[src/rtl/rbd_pkg.sv]
package rbd_pkg;

  localparam int unsigned COUNT_BITS = 24;
  localparam int unsigned TOTAL_W    = 24;
  localparam int unsigned CMP_W      = (COUNT_BITS > TOTAL_W) ? COUNT_BITS : TOTAL_W;

  localparam logic [7:0] CTRL_REPEAT = 8'h80;

  typedef enum logic [2:0] {
    PH_CTRL = 3'b001,
    PH_REP  = 3'b010,
    PH_LIT  = 3'b100
  } phase_e;

  typedef struct packed {
    phase_e                  phase;
    logic [7:0]              remaining;
    logic [COUNT_BITS-1:0]   total;
  } rbd_state_t;

  typedef struct packed {
    logic               valid;
    logic [7:0]         value;
    logic [7:0]         run;
    logic               eos;
    logic               status;
    logic [TOTAL_W-1:0] total;
  } rbd_res_t;

endpackage

[src/rtl/rbd_step.sv]
module rbd_step
  import rbd_pkg::*;
(
  input  rbd_state_t state_i,
  input  logic [7:0] byte_i,
  input  logic       last_i,
  output rbd_state_t state_o,
  output rbd_res_t   res_o
);

  function automatic logic [COUNT_BITS-1:0] sat_add(input logic [COUNT_BITS-1:0] a,
                                                    input logic [7:0] n);
    logic [COUNT_BITS:0] s;
    s = {1'b0, a} + (COUNT_BITS + 1)'(n);
    return s[COUNT_BITS] ? {COUNT_BITS{1'b1}} : s[COUNT_BITS-1:0];
  endfunction

  function automatic logic [TOTAL_W-1:0] total_field(input logic [COUNT_BITS-1:0] t);
    logic [CMP_W-1:0] ext;
    logic [CMP_W-1:0] lim;
    ext = CMP_W'(t);
    lim = CMP_W'({TOTAL_W{1'b1}});
    return (ext > lim) ? {TOTAL_W{1'b1}} : ext[TOTAL_W-1:0];
  endfunction

  logic [7:0]            run;
  logic [7:0]            rem_dec;
  logic                  pending;
  logic [COUNT_BITS-1:0] sum;

  always_comb begin
    state_o = state_i;
    res_o   = '0;
    run     = {1'b0, state_i.remaining[6:0]} + 8'd1;
    rem_dec = (state_i.remaining != 8'd0) ? state_i.remaining - 8'd1 : 8'd0;
    pending = (rem_dec != 8'd0);
    sum     = '0;
    case (state_i.phase)
      PH_REP: begin
        sum               = sat_add(state_i.total, run);
        state_o.phase     = PH_CTRL;
        state_o.remaining = 8'd0;
        state_o.total     = sum;
        res_o.valid       = 1'b1;
        res_o.value       = byte_i;
        res_o.run         = run;
        res_o.eos         = last_i;
        res_o.status      = 1'b0;
        res_o.total       = total_field(sum);
      end
      PH_LIT: begin
        sum               = sat_add(state_i.total, 8'd1);
        state_o.remaining = rem_dec;
        state_o.total     = sum;
        if (!pending) begin
          state_o.phase = PH_CTRL;
        end
        res_o.valid  = 1'b1;
        res_o.value  = byte_i;
        res_o.run    = 8'd1;
        res_o.eos    = last_i;
        res_o.status = last_i & pending;
        res_o.total  = total_field(sum);
      end
      default: begin
        if ((byte_i & CTRL_REPEAT) != 8'd0) begin
          state_o.phase     = PH_REP;
          state_o.remaining = {1'b0, byte_i[6:0]};
        end else begin
          state_o.phase     = PH_LIT;
          state_o.remaining = byte_i + 8'd1;
        end
        if (last_i) begin
          res_o.valid  = 1'b1;
          res_o.eos    = 1'b1;
          res_o.status = 1'b1;
          res_o.total  = total_field(state_i.total);
        end
      end
    endcase
    if (last_i) begin
      state_o.phase     = PH_CTRL;
      state_o.remaining = 8'd0;
      state_o.total     = '0;
    end
  end

endmodule

[src/rtl/rle_byte_run_decoder.sv]
// Channel  Direction  tdata (low bit up)                          tlast          tuser
// s_axis   in         in_byte[7:0]                                in_last        -
// m_axis   out        out_value[7:0] out_run[15:8] total[39:16]   end_of_stream  status
//
// One byte is taken per cycle unless the output stalls; each passes the input register first.
// The input register feeds the decode step, which updates the run state and the
// result register in the same cycle. Control bytes that are not last give no result.
// Reset clears the run state and both valid flags. A stall at the output holds
// the input register, so at most one request waits inside while a result is held.
module rle_byte_run_decoder
  import rbd_pkg::*;
(
  input  logic                   clk_i,
  input  logic                   rst_ni,
  input  logic                   s_axis_tvalid,
  output logic                   s_axis_tready,
  input  logic [7:0]             s_axis_tdata,   // in_byte
  input  logic                   s_axis_tlast,   // in_last
  output logic                   m_axis_tvalid,
  input  logic                   m_axis_tready,
  output logic [TOTAL_W+15:0]    m_axis_tdata,   // out_value, out_run, total_bytes
  output logic                   m_axis_tlast,   // end_of_stream
  output logic                   m_axis_tuser    // status
);

  logic       in_vld_q, in_vld_d;
  logic [7:0] in_byte_q;
  logic       in_last_q;
  logic       out_vld_q, out_vld_d;
  rbd_res_t   out_q;
  rbd_state_t state_q, state_d;
  rbd_res_t   res;
  logic       adv;
  logic       s_acc;

  rbd_step u_step (
    .state_i (state_q),
    .byte_i  (in_byte_q),
    .last_i  (in_last_q),
    .state_o (state_d),
    .res_o   (res)
  );

  assign adv           = in_vld_q & (~out_vld_q | m_axis_tready);
  assign s_axis_tready = ~in_vld_q | adv;
  assign s_acc         = s_axis_tvalid & s_axis_tready;

  always_comb begin
    in_vld_d = in_vld_q;
    if (s_acc) begin
      in_vld_d = 1'b1;
    end else if (adv) begin
      in_vld_d = 1'b0;
    end
    out_vld_d = out_vld_q;
    if (adv) begin
      out_vld_d = res.valid;
    end else if (m_axis_tready) begin
      out_vld_d = 1'b0;
    end
  end

  always_ff @(posedge clk_i or negedge rst_ni) begin
    if (!rst_ni) begin
      in_vld_q  <= 1'b0;
      out_vld_q <= 1'b0;
      state_q   <= '{phase: PH_CTRL, remaining: 8'd0, total: '0};
    end else begin
      in_vld_q  <= in_vld_d;
      out_vld_q <= out_vld_d;
      if (adv) begin
        state_q <= state_d;
      end
    end
  end

  always_ff @(posedge clk_i) begin
    if (s_acc) begin
      in_byte_q <= s_axis_tdata;
      in_last_q <= s_axis_tlast;
    end
    if (adv && res.valid) begin
      out_q <= res;
    end
  end

  assign m_axis_tvalid = out_vld_q;
  assign m_axis_tdata  = {out_q.total, out_q.run, out_q.value};
  assign m_axis_tlast  = out_q.eos;
  assign m_axis_tuser  = out_q.status;

endmodule
[config.mk]
export PLATFORM = sky130hd
export DESIGN_NAME = rle_byte_run_decoder
export DESIGN_NICKNAME = d
export VERILOG_FILES = /design/src/rtl/rbd_pkg.sv /design/src/rtl/rbd_step.sv /design/src/rtl/rle_byte_run_decoder.sv
export SDC_FILE = /design/constraint.sdc
export NUM_CORES = 1
export LEC_CHECK = 0
export ABC_AREA = 1
export BUFFER_PORTS_ARGS = -buffer_cell sky130_fd_sc_hd__buf_2
export CORE_ASPECT_RATIO = 2
export CORE_MARGIN = 2
export CORE_UTILIZATION = 55
export CTS_CLUSTER_SIZE = 12
export DETAILED_ROUTE_END_ITERATION = 8
export PLACE_DENSITY = 0.79
export SYNTH_ARGS = -nofsm -noshare
export SYNTH_HDL_FRONTEND = slang
export SYNTH_SLANG_ARGS = --single-unit
[constraint.sdc]
create_clock -name clk_i -period 2.7 [get_ports clk_i]
set_input_delay 0.27 -clock clk_i [delete_from_list [all_inputs] [get_ports clk_i]]
set_output_delay 0.27 -clock clk_i [all_outputs]
set_load 0.05 [all_outputs]
### After elaboration in Yosys (flattened, before gate mapping)

Index checks and enable logic that the tools add are counted.

* register bits: 88
* word-level logic and storage cells: 59
* output and inout bits: 44
* bits of input ports: 13

* reduce and logical (&&, ||, !) cells: 9
* $lt $le $gt $ge: 3
* equality and inequality tests: 3
* bitwise gates (word level): 7
* add/sub/neg operators: 5
* muxes and demuxes: 20

Operators by type and width (number)
* $mux W24: 5
* $gt A24 B24 Y1 const B: 3
* $pmux W26 S2: 1
* $pmux W24 S2: 1
* $mux W35: 1
* $pmux W16 S2: 1
* $mux W26: 1
* $add A24 B1 Y25 const B: 1
* $add A24 B8 Y25: 1
* $pmux W11 S2: 1
* $reduce_bool A8 Y1: 2
* $mux W11: 1
* $add A7 B1 Y8 const B: 1
* $add A8 B1 Y8 const B: 1
* $mux W8: 1
* $sub A8 B1 Y8 const B: 1
* $mux W1: 6
* $reduce_and A2 Y1: 2
* $reduce_bool A2 Y1: 2
* $and A1 B1 Y1: 3
* $eq A3 B2 Y1 const B: 1
* $eq A3 B3 Y1 const B: 1
* $mux W3: 1
* $ne A3 B3 Y1 const B: 1
* 5 further kinds: 7

### Logic depth before layout (Yosys ltp)

Gate-level depths: netlist of the first run.

* word-level depth: 6
* gate-level depth with buffers: 20
* gate-level depth less buffers: 20

### Cells and area by module

From an unflattened synthesis of the first run, not the netlist that was laid out.

* cell total of the unflattened synthesis: 883
* area total of the unflattened synthesis: 6238.5 um^2

By module, submodules not included
* rbd_step: seq. area each 0.0 um^2, cells each 669, area an instance 3211.8 um^2, times used 1
* rle_byte_run_decoder: seq. area each 2458.6 um^2, cells each 214, area an instance 3026.7 um^2, times used 1

### Worst setup path after synthesis of the first run

OpenSTA, ideal clock, no wires.

* path type: reg2reg
* from: register state_q[26] in the netlist's numbering
* to: register out_q, in the netlist m_axis_tdata[31], data pin
* data arrival time: 2.465 ns
* period minus slack after synthesis: 2.729 ns
* path buffers: 1
* setup slack: -0.029 ns
* data required time: 2.436 ns
* library setup time: 0.264 ns
* stages on the path, launching flop included: 18
* path through: dfrtp_1 inv_1 nor3_1 inv_1 nor3_1 nand2_1 nand2_1 inv_1 ha_1 a21oi_1 nor2_1 nor2_1 nand2_2 nand2_4 buf_12 nand3_1 nand2_1 o211ai_1

RTL lines
* start, declared: line rle_byte_run_decoder.sv:31 `rbd_state_t state_q, state_d;`
* start signal, assigned: line rle_byte_run_decoder.sv:67 `state_q <= '{phase: PH_CTRL, remaining: 8'd0, total: '0};`
* start signal, assigned: line rle_byte_run_decoder.sv:72 `state_q <= state_d;`
* end signal, assigned: line rle_byte_run_decoder.sv:83 `out_q <= res;`
* end, declared: line rle_byte_run_decoder.sv:30 `rbd_res_t out_q;`

### Worst setup path after layout of the first run

* from: register state_q[24] in the netlist's numbering
* to: register state_q[10] in the netlist's numbering

* word-level cells in the longest chain between the ends: 5

RTL lines
* $add A7 B1 Y8: line rbd_step.sv:34 `run = {1'b0, state_i.remaining[6:0]} + 8'd1;`
* $add A24 B8 Y25: line rbd_step.sv:14 `s = {1'b0, a} + (COUNT_BITS + 1)'(n);`
* $mux W24: line rbd_step.sv:15 `return s[COUNT_BITS] ? {COUNT_BITS{1'b1}} : s[COUNT_BITS-1:0];`
* $pmux W24 S2: line rbd_step.sv:38 `case (state_i.phase)`
* $mux W35: line rbd_step.sv:81 `if (last_i) begin`

Every way passes these cells.
A chain may end at the register's enable or synchronous reset.

==> results of run 1 <==
-- per-layer routing --
metal	vias up	track usage (%)	part of all wire, %
li1	2919	-	-
met1	2980	31.9	30
met2	343	64.3	53
met3	182	5.99	6.3
met4	0	28.1	12
met5	-	0	0
-- stage by stage --
step	util, %	worst slack (ps)	area (sq um)
4_1_cts	65.1	7.31	7090
6_report	69.3	-1.76	7540
5_1_grt	69.3	-196	7540
3_5_place_dp	61.8	-207	6730
2_1_floorplan	-	26.8	6160
3_3_place_gp	61.8	-150	6730
-- flip-flops by register name (all words and copies together) (netlist names) --
name	count
m_axis_tvalid	1
in_byte_q	8
state_q	35
in_last_q	1
m_axis_tdata	40
m_axis_tuser	1
m_axis_tlast	1
in_vld_q	1
-- worst min-delay path by stage --
stage,startpoint,to
after CTS,s_axis_tdata[3],in_byte_q[3]
after global placement,s_axis_tdata[5],in_byte_q[5]
after detailed placement,s_axis_tdata[1],in_byte_q[1]
after floorplan,rst_ni,in_vld_q
final,rst_ni,state_q[16]
after global routing,s_axis_tdata[3],in_byte_q[3]
-- power groups by stage --
stage / sequential, mW / combinational, mW / clock, mW
after floorplan: 2.53 / 1.70 / 0
after global placement: 2.07 / 3.11 / 0
after detailed placement: 2.07 / 3.14 / 0
after CTS: 2.05 / 3.19 / 1.35
after global routing: 2.09 / 3.75 / 1.39
final: 2.06 / 3.47 / 1.34
-- Yosys cell counts (2+ instances only) --
cell type,number,share of area (%)
o21ai_1,8,0.65
buf_6,3,0.55
nand4_1,33,3.4
clkbuf_1,6,0.37
o21ai_0,31,2.5
buf_2,11,0.89
inv_2,6,0.37
inv_1,87,5.3
a22oi_1,8,0.98
nand2_1,258,16
ha_1,14,2.8
xnor2_1,2,0.28
xor2_1,15,2.1
a21oi_2,4,0.57
buf_1,2,0.12
nand2_4,11,2.0
edfxtp_1,51,25
a21oi_1,17,1.4
dfrtp_1,36,15
nand3_1,103,8.4
o211ai_1,10,1.2
nand3_4,2,0.57
nor3_1,7,0.57
nor2_1,67,4.1
o22ai_1,5,0.51
nor2_4,5,0.91
nor2_2,5,0.51
nand2_2,5,0.51
-- cell type report --
class                           count  area (sq um)  share of cell area (%)
Clock buffer                        9           225                    2.99
Clock inverter                      7          85.1                    1.13
Inverter                           96           373                    4.95
Multi-Input combinational cell    623          3640                    48.3
Sequential cell                    88          2460                    32.6
Tap cell                          140           175                    2.32
Timing Repair Buffer               91           582                    7.72
-- critical path, cell delays in order, from the launching register on --
cell	delay, ps
dfrtp_1	400
inv_2	70
nor3_4	200
inv_1	70
nor3_2	220
nand2_2	120
nand2_2	90
inv_2	50
ha_4	270
a21oi_4	180
buf_6	140
nand2_2	50
nand2_2	70
nand3_4	110
xor2_2	240
nand3_1	120
nand3_2	110
nand2_1	70
-- cell families (layout without fill, tap and decap cells) --
family,count (synthesis),after routing
adder cells (fa/ha/maj),15,15
buffers and inverters,120,203
AND/OR/NAND/NOR,503,504
AO/OA/AOI/OAI,87,87
XOR/XNOR,17,17
flip-flops,88,88
-- timing repair --
action,in CTS,in global routing
endpoints found under the hold margin,0,0
gates cloned,0,1
setup buffers,0,2
pin swaps,0,44
gates resized for setup,9,110
endpoints found under the setup margin,27,48
==> impl_metrics.env, run 1 <==
export IMPL_instances_no_fill=1054
export IMPL_cts_buffers_inserted=9
export IMPL_grt_pass1_wl_um=31600
export IMPL_clk_latency_ps=360
export IMPL_cp_arrival_ps=2960
export IMPL_antenna_found_initial=0
export IMPL_clk_pin_slew_worst_paths_ps=70
export IMPL_swShare_pct=47.5
export IMPL_rsz0062_at_grt="true"
export IMPL_syn_inst=830
export IMPL_yosysSeqAreaShare_pct=39.9
export IMPL_synth_cell_area_sq_mm=0.00615
export IMPL_power_mw=6.88
export IMPL_dr_pass1_iters=6
export IMPL_drt_vias_per_instance=6.09
export IMPL_grt_usage_pct=34.8
export IMPL_synth_ff_type="edfxtp_1"
export IMPL_startpoint_type="flip-flop"
export IMPL_die_w_um=78.8
export IMPL_num_io_pins=57
export IMPL_ff2ff_setup_slack_ps=-2
export IMPL_routed_wl_um=20900
export IMPL_synthAdderAreaFrac_pct=3.17
export IMPL_io_buffers=56
export IMPL_worst_pin_slew_ps=976
export IMPL_ys_warn_count=0
export IMPL_yosys_area_share_simple_pct=37.8
export IMPL_first_global_vias=6308
export IMPL_synth_xor_area_share_pct=2.42
export IMPL_synth_async_sr_flop_share_pct=42.0
export IMPL_hold_viol_final=0
export IMPL_ant_nets=0
export IMPL_critPathLaunch="state_q[24]"
export IMPL_core_sq_mm=0.0109
export IMPL_ys_ff_latch=88
export IMPL_cts_tree="built"
export IMPL_die_y_um=154
export IMPL_setup_viol=1
export IMPL_fmax_mhz=370
export IMPL_setup_slack_ps=-1.76
export IMPL_min_period_over_period_pct=100
export IMPL_globalplace_congestion=1.04
export IMPL_start_util_pct=56.6
export IMPL_power_frac_clock_pct=19.5
export IMPL_seqPwrFrac_pct=30.0
export IMPL_synth_area_per_cell_sq_um=7.42
export IMPL_wl_per_cell_um=19.9
export IMPL_grt_ovfl_total=0
export IMPL_power_internal_mw=3.61
export IMPL_rows=54
export IMPL_synth_compound_area_share_pct=8.31
export IMPL_htree_levels=3
export IMPL_ys_types=46
export IMPL_p_leak_nw=3.72
export IMPL_nNetsFinal=937
export IMPL_cp_endpoint="state_q[10]"
export IMPL_peakVddDrop_mv=0.669
export IMPL_synth_top_family_by_area="simple AND/OR/NAND/NOR gates"
export IMPL_critical_path_class="flip-flop to flip-flop"
export IMPL_cts_sinks=88
export IMPL_synthMuxAreaShare_pct=0
export IMPL_rr_endpoint="state_q[10]"
export IMPL_worstPathMaxFanout=4
export IMPL_synth_nets=858
export IMPL_p_per_area_mw_per_mm2=912
export IMPL_drc=0
export IMPL_vias=6424
export IMPL_worstRegToRegCells=17
export IMPL_cts_buffer_depth=2
export IMPL_dieArea_sq_mm=0.0121
export IMPL_comb_power_share_pct=50.5
export IMPL_cts_root_buffer="clkbuf_16"
export IMPL_layout_drive_gt1_share_pct=25.8
export IMPL_status="finished with violations"
export IMPL_layout_common_cells="nand2_1 (232), inv_1 (82), nand3_1 (81), buf_2 (56), nor2_1 (54)"
export IMPL_switchingPower_mw=3.27
export IMPL_min_path_type="input port to asynchronous set/reset pin"
export IMPL_synth_edff_count=51
export IMPL_fin_worst_skew_ps=11.9
export IMPL_r2r_start="state_q[24]"
export IMPL_post_route_min_period_ps=2700
export IMPL_required_ps=2950
export IMPL_violations="setup timing"
export IMPL_drv_slew=0
export IMPL_holdWs_ps=67.6
export IMPL_finalSetupTns_ps=-1.76
export IMPL_maxCapViolations=0
export IMPL_dr_first_iter_drc_count=591
export IMPL_dp_cells=1035
export IMPL_fill_cells=921
export IMPL_area_growth_syn_to_layout_pct=22.5
export IMPL_grt_max_degree=47
export IMPL_end_kind="flip-flop"
export IMPL_postCtsHoldBufs=0
export IMPL_maxSlewHeadroom_pct=35.0
export IMPL_antenna_cells=0
export IMPL_hpwl_um=14800
export IMPL_final_common_cell="nand2_1"
No activity file was read; power rests on OpenSTA's default activity.
==> run 2: changes to the inputs <==
--- a/config.mk
+++ b/config.mk
@@ -9,10 +9,10 @@
 export BUFFER_PORTS_ARGS = -buffer_cell sky130_fd_sc_hd__buf_2
 export CORE_ASPECT_RATIO = 2
 export CORE_MARGIN = 2
-export CORE_UTILIZATION = 55
+export CORE_UTILIZATION = 61
 export CTS_CLUSTER_SIZE = 12
 export DETAILED_ROUTE_END_ITERATION = 8
-export PLACE_DENSITY = 0.79
+export PLACE_DENSITY = 0.83
 export SYNTH_ARGS = -nofsm -noshare
 export SYNTH_HDL_FRONTEND = slang
 export SYNTH_SLANG_ARGS = --single-unit
==> constraint.sdc (replaced) <==
create_clock -name clk_i -period 3.3 [get_ports clk_i]
set_input_delay 0.33 -clock clk_i [delete_from_list [all_inputs] [get_ports clk_i]]
set_output_delay 0.33 -clock clk_i [all_outputs]
set_load 0.05 [all_outputs]
==> run 2 against run 1 <==
Compared with the run above:
- the flow now finishes without violations
- via count fell by 3.8%
- global-route usage rose by 2.2 points
- sequential power fell by 17%
- critical path type unchanged
- largest power group unchanged
==> impl_metrics.env, run 2 (synthesized netlist as in run 1, its figures left out) <==
export IMPL_status="finished clean"
export IMPL_grt_max_degree=38
export IMPL_worst_pin_slew_ps=1000
export IMPL_nNetsFinal=912
export IMPL_final_common_cell="nand2_1"
export IMPL_maxCapViolations=0
export IMPL_post_route_min_period_ps=2970
export IMPL_fin_worst_skew_ps=11.6
export IMPL_ant_nets=0
export IMPL_wl_per_cell_um=19.0
export IMPL_startpoint_type="flip-flop"
export IMPL_cp_arrival_ps=3050
export IMPL_dr_pass1_iters=6
export IMPL_cts_tree="built"
export IMPL_hpwl_um=14200
export IMPL_p_leak_nw=3.42
export IMPL_layout_common_cells="nand2_1 (258), nand3_1 (102), inv_1 (85), nor2_1 (67), buf_2 (56)"
export IMPL_antenna_found_initial=0
export IMPL_globalplace_congestion=0.982
export IMPL_cts_buffers_inserted=9
export IMPL_design_area_sq_mm=0.00686
export IMPL_drt_vias_per_instance=6.05
export IMPL_core_sq_mm=0.00976
export IMPL_critical_path_class="flip-flop to flip-flop"
export IMPL_p_per_area_mw_per_mm2=759
export IMPL_peakVddDrop_mv=0.753
export IMPL_fill_cells=836
export IMPL_grt_pass1_wl_um=30400
export IMPL_routed_wl_um=19400
export IMPL_cts_sinks=88
export IMPL_power_mw=5.21
export IMPL_drc=0
export IMPL_hold_viol_final=0
export IMPL_dr_first_iter_drc_count=669
export IMPL_first_global_vias=6167
export IMPL_dpl_cell_area_sq_mm=0.00654
export IMPL_required_ps=3380
export IMPL_io_buffers=56
export IMPL_antenna_cells=0
export IMPL_worstPathMaxFanout=9
export IMPL_vias=6179
export IMPL_setup_viol=0
export IMPL_die_y_um=146
export IMPL_drv_slew=0
export IMPL_dieArea_sq_mm=0.0110
export IMPL_htree_levels=3
export IMPL_largest_reg_flops=40
export IMPL_clk_pin_slew_worst_paths_ps=70
export IMPL_start_util_pct=63.0
export IMPL_rows=51
export IMPL_multi_input_area_sq_mm=0.00320
export IMPL_end_kind="flip-flop"
export IMPL_min_period_over_period_pct=90.0
export IMPL_clk_latency_ps=350
export IMPL_cts_root_buffer="clkbuf_16"
export IMPL_cts_buffer_depth=2
export IMPL_die_w_um=75.0
export IMPL_area_growth_syn_to_layout_pct=11.4
export IMPL_fmax_mhz=337
export IMPL_layout_drive_gt1_share_pct=15.0
export IMPL_regArea_sq_mm=0.00246
export IMPL_grt_ovfl_total=0
export IMPL_min_path_type="input port to asynchronous set/reset pin"
export IMPL_num_io_pins=57
export IMPL_grt_usage_pct=37.0
export IMPL_maxSlewHeadroom_pct=33.3
==> run 2: per-layer routing <==
metal / global-route usage [%] / vias to the layer above / routed length, um / part of all wire (%)
met4: 31.3 / 0 / 1990 / 10
met1: 35.8 / 2831 / 5950 / 31
met5: 0 / - / 0 / 0
met3: 7.87 / 137 / 1440 / 7.4
li1: - / 2871 / - / -
met2: 62.7 / 340 / 9990 / 52
==> run 2: power breakdown <==
part	internal, mW	switching [mW]
sequential	1.47	0.237
combinational	0.673	1.80
clock	0.536	0.496
total	2.67	2.53
==> run 2: repair_timing <==
action / in CTS / in global routing
setup endpoints to repair: 0 / 35
hold buffers: 0 / 0
resized for setup: 0 / 5
buffers inserted: 0 / 0
==> run 2: final timing paths <==
kind / startpoint / end / slack [ps] / cells past startpoint
setup / recovery: state_q[26] / m_axis_tdata[35] / 330 / 16
hold / removal: rst_ni / state_q[16] / 150 / 1
setup reg to reg: state_q[26] / m_axis_tdata[35] / 330 / 16
hold reg to reg: state_q[32] / state_q[32] / 490 / 2
max in group asynchronous: rst_ni / state_q[26] / 2480 / 1
min in group clk_i: s_axis_tdata[2] / in_byte_q[2] / 160 / 1
==> run 2: worst max-delay path, cell delays in order, from the launching register on <==
cell and delay (ps):
dfrtp_2 410, inv_1 100, nor3_2 240, inv_1 60, nor3_1 180, nand2_1 120, nand2_1 100, inv_1 40
ha_1 320, a21oi_1 200, nor2_1 70, nor2_1 110, nand2_2 170, nand3_1 300, nand3_1 120, nand2_1 80
o211ai_1 80
==> run 2: area by class of cell <==
cell class,count,area share (%)
Multi-Input combinational cell,622,46.7
Tap cell,132,2.41
Clock inverter,7,1.09
Timing Repair Buffer,67,5.29
Sequential cell,88,35.9
Clock buffer,9,3.28
Inverter,96,5.36
==> run 2: metrics by stage <==
stage / hold slack, ps / utilization (%) / std cells / setup slack, ps / TNS [ps]
global route: 146 / 70.2 / 1021 / -14.5 / -29.3
finish: 149 / 70.2 / 1021 / 330 / 0
CTS: 155 / 70.0 / 1021 / 176 / 0
global placement: 468 / 66.9 / 1005 / 295 / 0
detailed placement: 474 / 66.9 / 1005 / 193 / 0
floorplan: 34.4 / - / 830 / 571 / 0
